===== config.mk =====
export PLATFORM = sky130hd
export DESIGN_NAME = region_to_rectangles_flat
export DESIGN_NICKNAME = d
export VERILOG_FILES = /design/src/rtr_pkg.sv /design/src/rtr_item_if.sv /design/src/rtr_result_if.sv /design/src/rtr_ram.sv /design/src/region_to_rectangles.sv /design/src/flat_wrapper.sv
export SDC_FILE = /design/constraint.sdc
export NUM_CORES = 2
export LEC_CHECK = 0
export BUFFER_PORTS_ARGS = -buffer_cell sky130_fd_sc_hd__buf_2
export CAP_MARGIN = 20
export CORE_ASPECT_RATIO = 2
export CORE_MARGIN = 4
export CORE_UTILIZATION = 27
export CTS_BUF_LIST = sky130_fd_sc_hd__clkbuf_16
export DETAILED_ROUTE_END_ITERATION = 7
export PLACE_DENSITY = 0.41
export SETUP_SLACK_MARGIN = 0.1
export SLEW_MARGIN = 10
export SYNTH_ARGS = -nofsm -noshare
export SYNTH_HDL_FRONTEND = slang
export SYNTH_HIERARCHICAL = 1
export SYNTH_SLANG_ARGS = --single-unit

===== constraint.sdc =====
create_clock -name clk -period 5.8 [get_ports clk]
set_input_delay 0.29 -clock clk [delete_from_list [all_inputs] [get_ports clk]]
set_output_delay 0.29 -clock clk [all_outputs]
set_load 0.005 [all_outputs]

===== src/rtr_pkg.sv =====
package rtr_pkg;

    localparam int MAX_WIDTH = 64;
    localparam int COL_BITS  = $clog2(MAX_WIDTH);
    localparam int IDX_BITS  = COL_BITS + 1;

    localparam logic signed [15:0] END_MARK   = 16'sd32767;
    localparam logic [14:0]        PLAIN_SIZE = 15'd10;

    localparam logic [1:0] KIND_RECT = 2'd0;
    localparam logic [1:0] KIND_DONE = 2'd1;
    localparam logic [1:0] KIND_WIDE = 2'd2;

    typedef logic signed [15:0] coord_t;

endpackage


===== src/rtr_item_if.sv =====
interface rtr_item_if;
    import rtr_pkg::*;

    logic        valid;
    logic        ready;
    logic        mode;
    logic [14:0] region_size;
    coord_t      box_left;
    coord_t      box_top;
    coord_t      box_right;
    coord_t      box_bottom;
    coord_t      data_word;

    modport source (
        output valid, mode, region_size, box_left, box_top, box_right, box_bottom,
               data_word,
        input  ready
    );

    modport sink (
        input  valid, mode, region_size, box_left, box_top, box_right, box_bottom,
               data_word,
        output ready
    );

endinterface


===== src/rtr_result_if.sv =====
interface rtr_result_if;
    import rtr_pkg::*;

    logic       valid;
    logic       ready;
    logic [1:0] kind;
    coord_t     rect_left;
    coord_t     rect_top;
    coord_t     rect_right;
    coord_t     rect_bottom;
    logic       last;

    modport source (
        output valid, kind, rect_left, rect_top, rect_right, rect_bottom, last,
        input  ready
    );

    modport sink (
        input  valid, kind, rect_left, rect_top, rect_right, rect_bottom, last,
        output ready
    );

endinterface


===== src/rtr_ram.sv =====
module rtr_ram #(
    parameter int WIDTH = 16,
    parameter int DEPTH = 64
) (
    input  logic                     clk,
    input  logic                     we,
    input  logic [$clog2(DEPTH)-1:0] waddr,
    input  logic [WIDTH-1:0]         wdata,
    input  logic [$clog2(DEPTH)-1:0] raddr,
    output logic [WIDTH-1:0]         rdata
);

    logic [WIDTH-1:0] mem [DEPTH];

    always_ff @(posedge clk)
    begin
        if (we)
        begin
            mem[waddr] <= wdata;
        end
        rdata <= mem[raddr];
    end

endmodule


===== src/region_to_rectangles.sv =====
// region_to_rectangles
// Decodes a scanline-encoded region into rectangles.
// Channels: item (sink) takes one word per handshake, either a header
// (mode 0: size word and bounding box) or a region data word (mode 1).
// result (source) gives rectangles, a region-finished word or a
// region-too-wide word; last marks the final result caused by one item.
// A header, y, x1 or end-mark word is handled when it is accepted; its
// result (if any) is visible in the output register the cycle after.
// An x2 word walks the run's columns through the shared column-top store:
// each column is read (S_READ) and compared (S_EVAL), each rectangle closed
// passes through S_PUSH (when the group ends inside the run, the next column
// is read again after it) and S_FLUSH finishes the run.
// item.ready is low during the walk and while an undelivered result
// blocks the output register; a stalled receiver stalls the walk.
// Reset (rst_n low, asynchronous) returns the parser to idle and marks
// every column top as empty (32767); no clearing pass is needed.
module region_to_rectangles
    import rtr_pkg::*;
(
    input  logic         clk,
    input  logic         rst_n,
    rtr_item_if.sink     item,
    rtr_result_if.source result
);

    typedef enum logic [1:0] { PH_IDLE, PH_Y, PH_X1, PH_X2 } phase_t;
    typedef enum logic [2:0] { S_IDLE, S_READ, S_EVAL, S_PUSH, S_FLUSH } state_t;

    state_t                state_reg, state_next;
    phase_t                phase_reg, phase_next;
    coord_t                x_origin_reg, x_origin_next;
    coord_t                line_y_reg, line_y_next;
    coord_t                run_start_reg, run_start_next;
    logic [IDX_BITS-1:0]   idx_reg, idx_next;
    logic [IDX_BITS-1:0]   hi_reg, hi_next;
    logic                  grp_active_reg, grp_active_next;
    coord_t                grp_left_reg, grp_left_next;
    coord_t                grp_top_reg, grp_top_next;
    logic                  pend_valid_reg, pend_valid_next;
    coord_t                pend_left_reg, pend_left_next;
    coord_t                pend_top_reg, pend_top_next;
    coord_t                pend_right_reg, pend_right_next;
    logic [MAX_WIDTH-1:0]  col_valid_reg, col_valid_next;
    logic                  rd_valid_reg, rd_valid_next;

    logic                  ovalid_reg, ovalid_next;
    logic [1:0]            okind_reg, okind_next;
    coord_t                oleft_reg, oleft_next;
    coord_t                otop_reg, otop_next;
    coord_t                oright_reg, oright_next;
    coord_t                obottom_reg, obottom_next;
    logic                  olast_reg, olast_next;

    logic                  out_free;
    logic                  accept;
    logic                  ram_we;
    coord_t                ram_wdata;
    logic [15:0]           ram_rdata;
    coord_t                col_top;
    logic [IDX_BITS-1:0]   idx_inc;
    logic                  at_end;
    coord_t                x_cur;

    logic signed [17:0]    box_w;
    logic signed [17:0]    lo_off;
    logic signed [17:0]    hi_raw;
    logic signed [17:0]    lo_clip;
    logic signed [17:0]    hi_clip;

    rtr_ram #(
        .WIDTH (16),
        .DEPTH (MAX_WIDTH)
    ) u_col_ram (
        .clk   (clk),
        .we    (ram_we),
        .waddr (idx_reg[COL_BITS-1:0]),
        .wdata (ram_wdata),
        .raddr (idx_reg[COL_BITS-1:0]),
        .rdata (ram_rdata)
    );

    assign out_free    = !ovalid_reg || result.ready;
    assign item.ready  = (state_reg == S_IDLE) && out_free;
    assign accept      = item.valid && item.ready;

    assign col_top = rd_valid_reg ? coord_t'(ram_rdata) : END_MARK;
    assign idx_inc = idx_reg + IDX_BITS'(1);
    assign at_end  = (idx_inc == hi_reg);
    assign x_cur   = x_origin_reg + coord_t'({{(16-IDX_BITS){1'b0}}, idx_reg});

    assign box_w   = 18'(item.box_right) - 18'(item.box_left);
    assign lo_off  = 18'(run_start_reg) - 18'(x_origin_reg);
    assign hi_raw  = 18'(item.data_word) - 18'(x_origin_reg);
    assign lo_clip = (lo_off < 18'sd0) ? 18'sd0 : lo_off;
    assign hi_clip = (hi_raw > 18'(MAX_WIDTH)) ? 18'(MAX_WIDTH) : hi_raw;

    assign result.valid       = ovalid_reg;
    assign result.kind        = okind_reg;
    assign result.rect_left   = oleft_reg;
    assign result.rect_top    = otop_reg;
    assign result.rect_right  = oright_reg;
    assign result.rect_bottom = obottom_reg;
    assign result.last        = olast_reg;

    always_comb
    begin
        state_next      = state_reg;
        phase_next      = phase_reg;
        x_origin_next   = x_origin_reg;
        line_y_next     = line_y_reg;
        run_start_next  = run_start_reg;
        idx_next        = idx_reg;
        hi_next         = hi_reg;
        grp_active_next = grp_active_reg;
        grp_left_next   = grp_left_reg;
        grp_top_next    = grp_top_reg;
        pend_valid_next = pend_valid_reg;
        pend_left_next  = pend_left_reg;
        pend_top_next   = pend_top_reg;
        pend_right_next = pend_right_reg;
        col_valid_next  = col_valid_reg;
        rd_valid_next   = rd_valid_reg;

        ovalid_next     = ovalid_reg && !result.ready;
        okind_next      = okind_reg;
        oleft_next      = oleft_reg;
        otop_next       = otop_reg;
        oright_next     = oright_reg;
        obottom_next    = obottom_reg;
        olast_next      = olast_reg;

        ram_we          = 1'b0;
        ram_wdata       = END_MARK;

        unique case (state_reg)
            S_IDLE:
            begin
                if (accept)
                begin
                    if (!item.mode)
                    begin
                        phase_next = PH_IDLE;
                        if (item.region_size == PLAIN_SIZE)
                        begin
                            ovalid_next  = 1'b1;
                            okind_next   = KIND_RECT;
                            oleft_next   = item.box_left;
                            otop_next    = item.box_top;
                            oright_next  = item.box_right;
                            obottom_next = item.box_bottom;
                            olast_next   = 1'b1;
                        end
                        else if (box_w > 18'(MAX_WIDTH))
                        begin
                            ovalid_next  = 1'b1;
                            okind_next   = KIND_WIDE;
                            oleft_next   = '0;
                            otop_next    = '0;
                            oright_next  = '0;
                            obottom_next = '0;
                            olast_next   = 1'b1;
                        end
                        else
                        begin
                            x_origin_next  = item.box_left;
                            col_valid_next = '0;
                            phase_next     = PH_Y;
                        end
                    end
                    else
                    begin
                        unique case (phase_reg)
                            PH_Y:
                            begin
                                if (item.data_word == END_MARK)
                                begin
                                    ovalid_next  = 1'b1;
                                    okind_next   = KIND_DONE;
                                    oleft_next   = '0;
                                    otop_next    = '0;
                                    oright_next  = '0;
                                    obottom_next = '0;
                                    olast_next   = 1'b1;
                                    phase_next   = PH_IDLE;
                                end
                                else
                                begin
                                    line_y_next = item.data_word;
                                    phase_next  = PH_X1;
                                end
                            end
                            PH_X1:
                            begin
                                if (item.data_word == END_MARK)
                                begin
                                    phase_next = PH_Y;
                                end
                                else
                                begin
                                    run_start_next = item.data_word;
                                    phase_next     = PH_X2;
                                end
                            end
                            PH_X2:
                            begin
                                phase_next = PH_X1;
                                if (lo_clip < hi_clip)
                                begin
                                    idx_next        = lo_clip[IDX_BITS-1:0];
                                    hi_next         = hi_clip[IDX_BITS-1:0];
                                    grp_active_next = 1'b0;
                                    pend_valid_next = 1'b0;
                                    state_next      = S_READ;
                                end
                            end
                            default:
                            begin
                            end
                        endcase
                    end
                end
            end

            S_READ:
            begin
                rd_valid_next = col_valid_reg[idx_reg[COL_BITS-1:0]];
                state_next    = S_EVAL;
            end

            S_EVAL:
            begin
                if (!grp_active_reg)
                begin
                    ram_we = 1'b1;
                    col_valid_next[idx_reg[COL_BITS-1:0]] = 1'b1;
                    idx_next = idx_inc;
                    if (col_top < line_y_reg)
                    begin
                        ram_wdata       = END_MARK;
                        grp_active_next = 1'b1;
                        grp_left_next   = x_cur;
                        grp_top_next    = col_top;
                        state_next      = at_end ? S_PUSH : S_READ;
                    end
                    else
                    begin
                        ram_wdata  = line_y_reg;
                        state_next = at_end ? S_FLUSH : S_READ;
                    end
                end
                else if (col_top == grp_top_reg)
                begin
                    ram_we    = 1'b1;
                    ram_wdata = END_MARK;
                    col_valid_next[idx_reg[COL_BITS-1:0]] = 1'b1;
                    idx_next   = idx_inc;
                    state_next = at_end ? S_PUSH : S_READ;
                end
                else
                begin
                    state_next = S_PUSH;
                end
            end

            S_PUSH:
            begin
                if (out_free)
                begin
                    if (pend_valid_reg)
                    begin
                        ovalid_next  = 1'b1;
                        okind_next   = KIND_RECT;
                        oleft_next   = pend_left_reg;
                        otop_next    = pend_top_reg;
                        oright_next  = pend_right_reg;
                        obottom_next = line_y_reg;
                        olast_next   = 1'b0;
                    end
                    pend_valid_next = 1'b1;
                    pend_left_next  = grp_left_reg;
                    pend_top_next   = grp_top_reg;
                    pend_right_next = x_cur;
                    grp_active_next = 1'b0;
                    state_next      = (idx_reg == hi_reg) ? S_FLUSH : S_READ;
                end
            end

            S_FLUSH:
            begin
                if (out_free)
                begin
                    if (pend_valid_reg)
                    begin
                        ovalid_next  = 1'b1;
                        okind_next   = KIND_RECT;
                        oleft_next   = pend_left_reg;
                        otop_next    = pend_top_reg;
                        oright_next  = pend_right_reg;
                        obottom_next = line_y_reg;
                        olast_next   = 1'b1;
                    end
                    pend_valid_next = 1'b0;
                    state_next      = S_IDLE;
                end
            end

            default:
            begin
                state_next = S_IDLE;
            end
        endcase
    end

    always_ff @(posedge clk or negedge rst_n)
    begin
        if (!rst_n)
        begin
            state_reg      <= S_IDLE;
            phase_reg      <= PH_IDLE;
            x_origin_reg   <= '0;
            line_y_reg     <= '0;
            run_start_reg  <= '0;
            idx_reg        <= '0;
            hi_reg         <= '0;
            grp_active_reg <= 1'b0;
            grp_left_reg   <= '0;
            grp_top_reg    <= '0;
            pend_valid_reg <= 1'b0;
            pend_left_reg  <= '0;
            pend_top_reg   <= '0;
            pend_right_reg <= '0;
            col_valid_reg  <= '0;
            rd_valid_reg   <= 1'b0;
            ovalid_reg     <= 1'b0;
            okind_reg      <= KIND_RECT;
            oleft_reg      <= '0;
            otop_reg       <= '0;
            oright_reg     <= '0;
            obottom_reg    <= '0;
            olast_reg      <= 1'b0;
        end
        else
        begin
            state_reg      <= state_next;
            phase_reg      <= phase_next;
            x_origin_reg   <= x_origin_next;
            line_y_reg     <= line_y_next;
            run_start_reg  <= run_start_next;
            idx_reg        <= idx_next;
            hi_reg         <= hi_next;
            grp_active_reg <= grp_active_next;
            grp_left_reg   <= grp_left_next;
            grp_top_reg    <= grp_top_next;
            pend_valid_reg <= pend_valid_next;
            pend_left_reg  <= pend_left_next;
            pend_top_reg   <= pend_top_next;
            pend_right_reg <= pend_right_next;
            col_valid_reg  <= col_valid_next;
            rd_valid_reg   <= rd_valid_next;
            ovalid_reg     <= ovalid_next;
            okind_reg      <= okind_next;
            oleft_reg      <= oleft_next;
            otop_reg       <= otop_next;
            oright_reg     <= oright_next;
            obottom_reg    <= obottom_next;
            olast_reg      <= olast_next;
        end
    end

endmodule

===== src/flat_wrapper.sv =====
// flat-port wrapper written by rule: the top's interface ports become plain ports
module region_to_rectangles_flat import rtr_pkg::*;
  (clk, rst_n, item_valid, item_mode, item_region_size, item_box_left, item_box_top, item_box_right, item_box_bottom, item_data_word, item_ready, result_valid, result_kind, result_rect_left, result_rect_top, result_rect_right, result_rect_bottom, result_last, result_ready);
  rtr_item_if item_i ();
  rtr_result_if result_i ();
  input  logic clk;
  input  logic rst_n;
  input wire logic [$bits(item_i.valid)-1:0] item_valid;
  input wire logic [$bits(item_i.mode)-1:0] item_mode;
  input wire logic [$bits(item_i.region_size)-1:0] item_region_size;
  input wire logic [$bits(item_i.box_left)-1:0] item_box_left;
  input wire logic [$bits(item_i.box_top)-1:0] item_box_top;
  input wire logic [$bits(item_i.box_right)-1:0] item_box_right;
  input wire logic [$bits(item_i.box_bottom)-1:0] item_box_bottom;
  input wire logic [$bits(item_i.data_word)-1:0] item_data_word;
  output wire logic [$bits(item_i.ready)-1:0] item_ready;
  output wire logic [$bits(result_i.valid)-1:0] result_valid;
  output wire logic [$bits(result_i.kind)-1:0] result_kind;
  output wire logic [$bits(result_i.rect_left)-1:0] result_rect_left;
  output wire logic [$bits(result_i.rect_top)-1:0] result_rect_top;
  output wire logic [$bits(result_i.rect_right)-1:0] result_rect_right;
  output wire logic [$bits(result_i.rect_bottom)-1:0] result_rect_bottom;
  output wire logic [$bits(result_i.last)-1:0] result_last;
  input wire logic [$bits(result_i.ready)-1:0] result_ready;
  assign item_i.valid = item_valid;
  assign item_i.mode = item_mode;
  assign item_i.region_size = item_region_size;
  assign item_i.box_left = item_box_left;
  assign item_i.box_top = item_box_top;
  assign item_i.box_right = item_box_right;
  assign item_i.box_bottom = item_box_bottom;
  assign item_i.data_word = item_data_word;
  assign item_ready = item_i.ready;
  assign result_valid = result_i.valid;
  assign result_kind = result_i.kind;
  assign result_rect_left = result_i.rect_left;
  assign result_rect_top = result_i.rect_top;
  assign result_rect_right = result_i.rect_right;
  assign result_rect_bottom = result_i.rect_bottom;
  assign result_last = result_i.last;
  assign result_i.ready = result_ready;
  region_to_rectangles u_core (.clk(clk), .rst_n(rst_n), .item(item_i), .result(result_i));
endmodule

Word-level counts from Yosys, hierarchy flattened
Memories as Yosys holds them, arrays and structs flattened. A register that Yosys moved wholly into a read port is not among the register bits.
Cells that the tools add are included.
Widths: inputs -> output; s select.
- flip-flop bits (word level): 282
- memories kept: 1
- RAM bits: 1024
- memory list (name ; words ; bits a word ; rd ports ; clocked after memory_dff ; write ports ; RTL line ; source):
    u_core.u_col_ram.mem ; 64 ; 16 ; 1 ; 1 ; 1 ; rtr_ram.sv:13 ; logic [WIDTH-1:0] mem [DEPTH];
- $lt $le $gt $ge: 7
- $add $sub $neg: 5
- bitwise operators: 6
- equality and inequality tests: 30
- reductions and logical operators: 27
- mux-type cells: 114
- operators by type and width (cell ; count):
    $mux 16 ; 27
    $mux 64 ; 6
    $pmux 16 s2 ; 4
    $pmux 64 s2 ; 1
    $or 64x64->64 ; 1
    $sub 16x16->17 ; 3
    $mux 7 ; 6
    $gt 18x8->1 const B ; 2
    $mux 18 ; 2
    $mux 1 ; 34
    $mux 3 ; 11
    $mux 2 ; 13
    $reduce_and 6->1 ; 4
    $reduce_and 5->1 ; 4
    $lt 18x1->1 const B ; 1
    $lt 18x18->1 ; 1
    $add 16x8->16 ; 1
    $eq 16x16->1 ; 1
    $eq 16x16->1 const B ; 1
    $lt 16x16->1 ; 1
    $eq 15x4->1 const B ; 1
    $pmux 3 s5 ; 1
    $eq 7x7->1 ; 2
    $ne 2x1->1 const B ; 7
    other kinds (31) ; 54

Depth between registers and ports, before layout
- word-level depth: 9
- gate-level depth with buffers: 22
- mapped depth without buffers: 21

By module
The synthesis kept the hierarchy.
- by module, submodules not included (module ; instances ; cells each ; area an instance (um2) ; seq. area each (um2)):
    rtr_ram ; 1 ; 1820 ; 39978.3 ; 31069.8
    region_to_rectangles ; 1 ; 1713 ; 16978.8 ; 7056.8

Least setup slack after synthesis
No wires, ideal clock.
- path kind: register to register
- start: reg u_core.x_origin_reg[0]
- end: reg u_core.idx_reg[1]
- clock period less this slack: 5.048 ns
- stages on the path, launching flop included: 21
- data arrival time: 4.914 ns
- required time: 5.666 ns
- slack: 0.752 ns
- path through: dfrtp_1 -> ha_1 -> fa_1 -> nand2b_1 -> a211o_1 -> a21o_1 -> and2_0 -> a221o_1 -> nor4_4 -> a21oi_1 -> or2_2 -> ha_1 -> or4_1 -> a21oi_1 -> o21ai_0 -> nand3b_1 -> nand4_1 -> o21ai_1 -> and2_1 -> clkbuf_1 -> a31oi_1
- longest elaborated chain between the ends: 8
- ends and longest elaborated chain (element ; RTL line ; source):
    from (decl) ; region_to_rectangles.sv:31 ; coord_t x_origin_reg, x_origin_next;
    from (signal assigned) ; region_to_rectangles.sv:346 ; x_origin_reg <= x_origin_next;
    branches (longest 8 deep; another with $lt 18x1->1) ; -- ;
    to (signal assigned) ; region_to_rectangles.sv:349 ; idx_reg <= idx_next;
    to (decl) ; region_to_rectangles.sv:34 ; logic [IDX_BITS-1:0] idx_reg, idx_next;
Several ways; the timed one is not identified. The select of a mux whose other input is x is not followed.
A chain may end at the register's enable or synchronous reset.

Final worst setup path
Same ends and word-level chain as after synthesis.

==> impl_metrics.env <==
export IMPL_setup_violations_final=0
export IMPL_ys_seq_area_share_pct=66.9
export IMPL_drt_wl_total_um=192000
export IMPL_syn_inst=3533
export IMPL_placed_area_um2=61900
export IMPL_fmax_mhz=189
export IMPL_largest_reg_flops=1024
export IMPL_final_cells=6729
export IMPL_hold_depth=3
export IMPL_fin_util_pct=31.6
export IMPL_clock_latency_ps=750
export IMPL_antenna_found_initial=5
export IMPL_gp_congestion=0.916
export IMPL_netlist_cell_type_count=84
export IMPL_coreArea_um2=210000
export IMPL_track_usage_pct=17.2
export IMPL_reg2reg_from="u_core/x_origin_reg[0]"
export IMPL_final_area_um2=66400
export IMPL_cts_buffers=119
export IMPL_power_density_nw_per_um2=513
export IMPL_synth_edff_count=1024
export IMPL_maxSlewViolCount=0
export IMPL_fin_crit_ps=5300
export IMPL_startpoint_type="flop"
export IMPL_final_cell_mix="edfxtp_1 (1024), dfrtp_1 (276), nand2_1 (241)"
export IMPL_pwr_share_comb_pct=39.8
export IMPL_hold_violations=0
export IMPL_synth_seq_cells=1322
export IMPL_power_frac_clock_pct=23.1
export IMPL_leakage_nw=23.5
export IMPL_rows=238
export IMPL_slowest_delay_ps=520
export IMPL_synth_async_reset_ratio_pct=21.3
export IMPL_cts_buffer_depth=3
export IMPL_pin_count=169
export IMPL_crit_top_cell="ha_1"
export IMPL_maxCapViolCount=0
export IMPL_syn_avg_cell_area_um2=16.1
export IMPL_via_count=32852
export IMPL_finalCritPeriodShare_pct=91.3
export IMPL_worstHoldStart="item_box_left[5]"
export IMPL_synth_top_cell_by_area="edfxtp_1"
export IMPL_hpwl_um=134000
export IMPL_final_antenna_net_count=0
export IMPL_critPathArrivalTime_ps=5900
export IMPL_die_h_um=658
export IMPL_grt_pass1_wl_um=272000
export IMPL_min_to="u_core/result.rect_left[5]"
export IMPL_drc_errors=0
export IMPL_finClkSkew_ps=50.2
export IMPL_rr_endpoint="u_core/idx_reg[1]"
export IMPL_place_port_buffers=168
export IMPL_grt_max_degree=104
export IMPL_ir_worst_vdd_mv=0.281
export IMPL_mappedNetlistNets=3726
export IMPL_crit_type="reg2reg"
export IMPL_drive_gt1_share_pct=24.6
export IMPL_final_common_cell="edfxtp_1"
export IMPL_tightest_slew_ps=1110
export IMPL_critPathMaxFanout=8
export IMPL_cts_clk_slew_worst_paths_ps=70
export IMPL_worst_slew_margin_rel_pct=25.0
export IMPL_sw_frac_of_total_pct=38.7
export IMPL_internal_power_mw=20.9
export IMPL_fin_nets=4058
export IMPL_yosys_warnings=6
export IMPL_overflow=0
export IMPL_vias_per_cell=4.88
export IMPL_area_delta_synth_final_pct=16.6
export IMPL_outcome="completed"
export IMPL_cts_tree="yes"
export IMPL_netlist_area_um2=57000
export IMPL_start_util_pct=27.1
export IMPL_crit_slowest_cell="or4_1"
export IMPL_drt_iter0_drc=1912
export IMPL_wire_per_inst_um=28.5
export IMPL_synth_top_area_share_pct=54.0
export IMPL_rrSetupSlack_ps=500
export IMPL_synthTopCellsByArea="edfxtp_1 (54%), dfrtp_1 (12%), mux4_2 (9.1%), mux2_2 (2.7%), mux2i_1 (2.2%)"
export IMPL_die_width_um=333
export IMPL_dp_cells=6436
export IMPL_hold_path_class="in2reg"
export IMPL_drtPass1Iterations=5
export IMPL_path_cells="ha_1 > fa_1 > nand2b_1 > a211o_1 > a21o_1 > and2_0 > a221o_1 > nor4_4 > a21oi_2 > or2_2 > ha_1 > or4_1 > a21oi_1 > o21ai_0 > nand3b_1 > nand4_1 > buf_4 > o21ai_1 > and2_1 > a31oi_1"
export IMPL_finalSetupTns_ps=0
export IMPL_cts_num_sinks=1322
export IMPL_htreeDepth=3
export IMPL_end_kind="flop"
export IMPL_r2r_cells=20
export IMPL_root_buffer="clkbuf_16"
export IMPL_netSwitchingPower_mw=13.2
export IMPL_grt_setup_unrepaired="no"
export IMPL_crit_required_ps=6410
export IMPL_ys_flop_type="edfxtp_1"
export IMPL_dieArea_um2=219000
export IMPL_grt_pass1_vias=34945
export IMPL_pwr_share_seq_pct=37.1
==> how the worst max path moves through the flow <==
| stage | start | end | slack, ps | depth (start not counted) |
|---|---|---|---|---|
| floorplan | u_core/x_origin_reg[0] | u_core/idx_reg[1] | 750 | 20 |
| global placement | item_data_word[0] | u_core/grp_active_reg | 390 | 23 |
| detailed placement | item_data_word[0] | u_core/grp_active_reg | 370 | 23 |
| CTS | u_core/x_origin_reg[0] | u_core/grp_active_reg | 390 | 21 |
| global route | u_core/x_origin_reg[11] | u_core/grp_active_reg | 150 | 21 |
| finish | u_core/x_origin_reg[0] | u_core/idx_reg[1] | 500 | 20 |
==> critical path, delay by kind of cell (launching register included) <==
kind,cells,cell delay (ps)
flip-flops,1,430
buffers and inverters,1,180
adder cells (fa/ha/maj),3,810
AND/OR/NAND/NOR,8,2030
AO/OA/AOI/OAI,8,1710
==> final cells by class <==
type	count	area [um^2]
tap	2760	3450
multi-input combinational	1929	17600
inverter	86	323
sequential	1322	38100
antenna	2	5.00
fill	20621	144000
timing repair buffer	407	3070
clock buffer	121	3030
clock inverter	102	751
==> logic make-up (layout without fill, tap and decap cells) <==
kind of cell | count (synthesis) | after routing | share of synthesized area [%]
AOI/OAI and AO/OA | 573 | 573 | 7.52
xor gates and xnor gates | 57 | 57 | 0.877
adders and majority gates | 93 | 93 | 2.10
buffers and inverters | 282 | 716 | 2.43
DFF | 1322 | 1322 | 66.9
muxes | 496 | 496 | 14.1
other | 0 | 2 | 0
and+or+nand+nor | 710 | 710 | 6.01
==> repair_timing <==
action	CTS	global route
gates resized for setup	0	2
hold buffers	67	0
hold endpoints to repair	167	0
setup buffers	0	1
endpoints found under the setup margin	0	10
==> metal layers <==
metal	wire length (um)	vias to the layer above	global-route usage (%)
li1	-	14598	-
met1	64500	17373	16.9
met4	10700	4	8.44
met3	4450	247	1.63
met5	30	-	0
met2	112000	630	35.1
==> power by group through the flow <==
stage                     clock [mW]  combinational [mW]  sequential [mW]
after floorplan                    0                8.32             12.5
after global placement             0                13.8             12.9
after detailed placement           0                13.9             12.9
after CTS                       8.15                13.9             12.7
after global routing            8.47                14.6             12.8
final                           7.86                13.6             12.6
==> through the flow <==
stage                     worst slack, ps  hold slack, ps  power [mW]
after floorplan                       752           -5.59        20.8
after global placement                390             343        26.7
after detailed placement              371             338        26.7
after CTS                             393            5.31        34.8
after global routing                  149            35.3        35.8
final                                 505            60.3        34.1
==> cell usage after synthesis, types with 16 or more instances <==
| master | n |
|---|---|
| clkbuf_1 | 107 |
| nor2b_1 | 44 |
| a221oi_1 | 25 |
| a21o_1 | 18 |
| xnor2_1 | 30 |
| a21oi_1 | 91 |
| nand2_1 | 257 |
| a22oi_1 | 64 |
| a311oi_1 | 19 |
| dfxtp_1 | 16 |
| dfrtp_1 | 282 |
| buf_2 | 42 |
| nor2_1 | 157 |
| edfxtp_1 | 1024 |
| buf_4 | 18 |
| a211oi_1 | 25 |
| o21ai_0 | 64 |
| mux2_2 | 135 |
| nand3_1 | 53 |
| a32o_1 | 65 |
| inv_1 | 86 |
| mux4_2 | 230 |
| nand2b_1 | 35 |
| nor3_1 | 28 |
| and2_1 | 20 |
| xor2_1 | 27 |
| ha_1 | 89 |
| a22o_1 | 71 |
| nand4_1 | 17 |
| mux2i_1 | 128 |
| a31oi_1 | 20 |
Power figures use the tool's default switching activity.
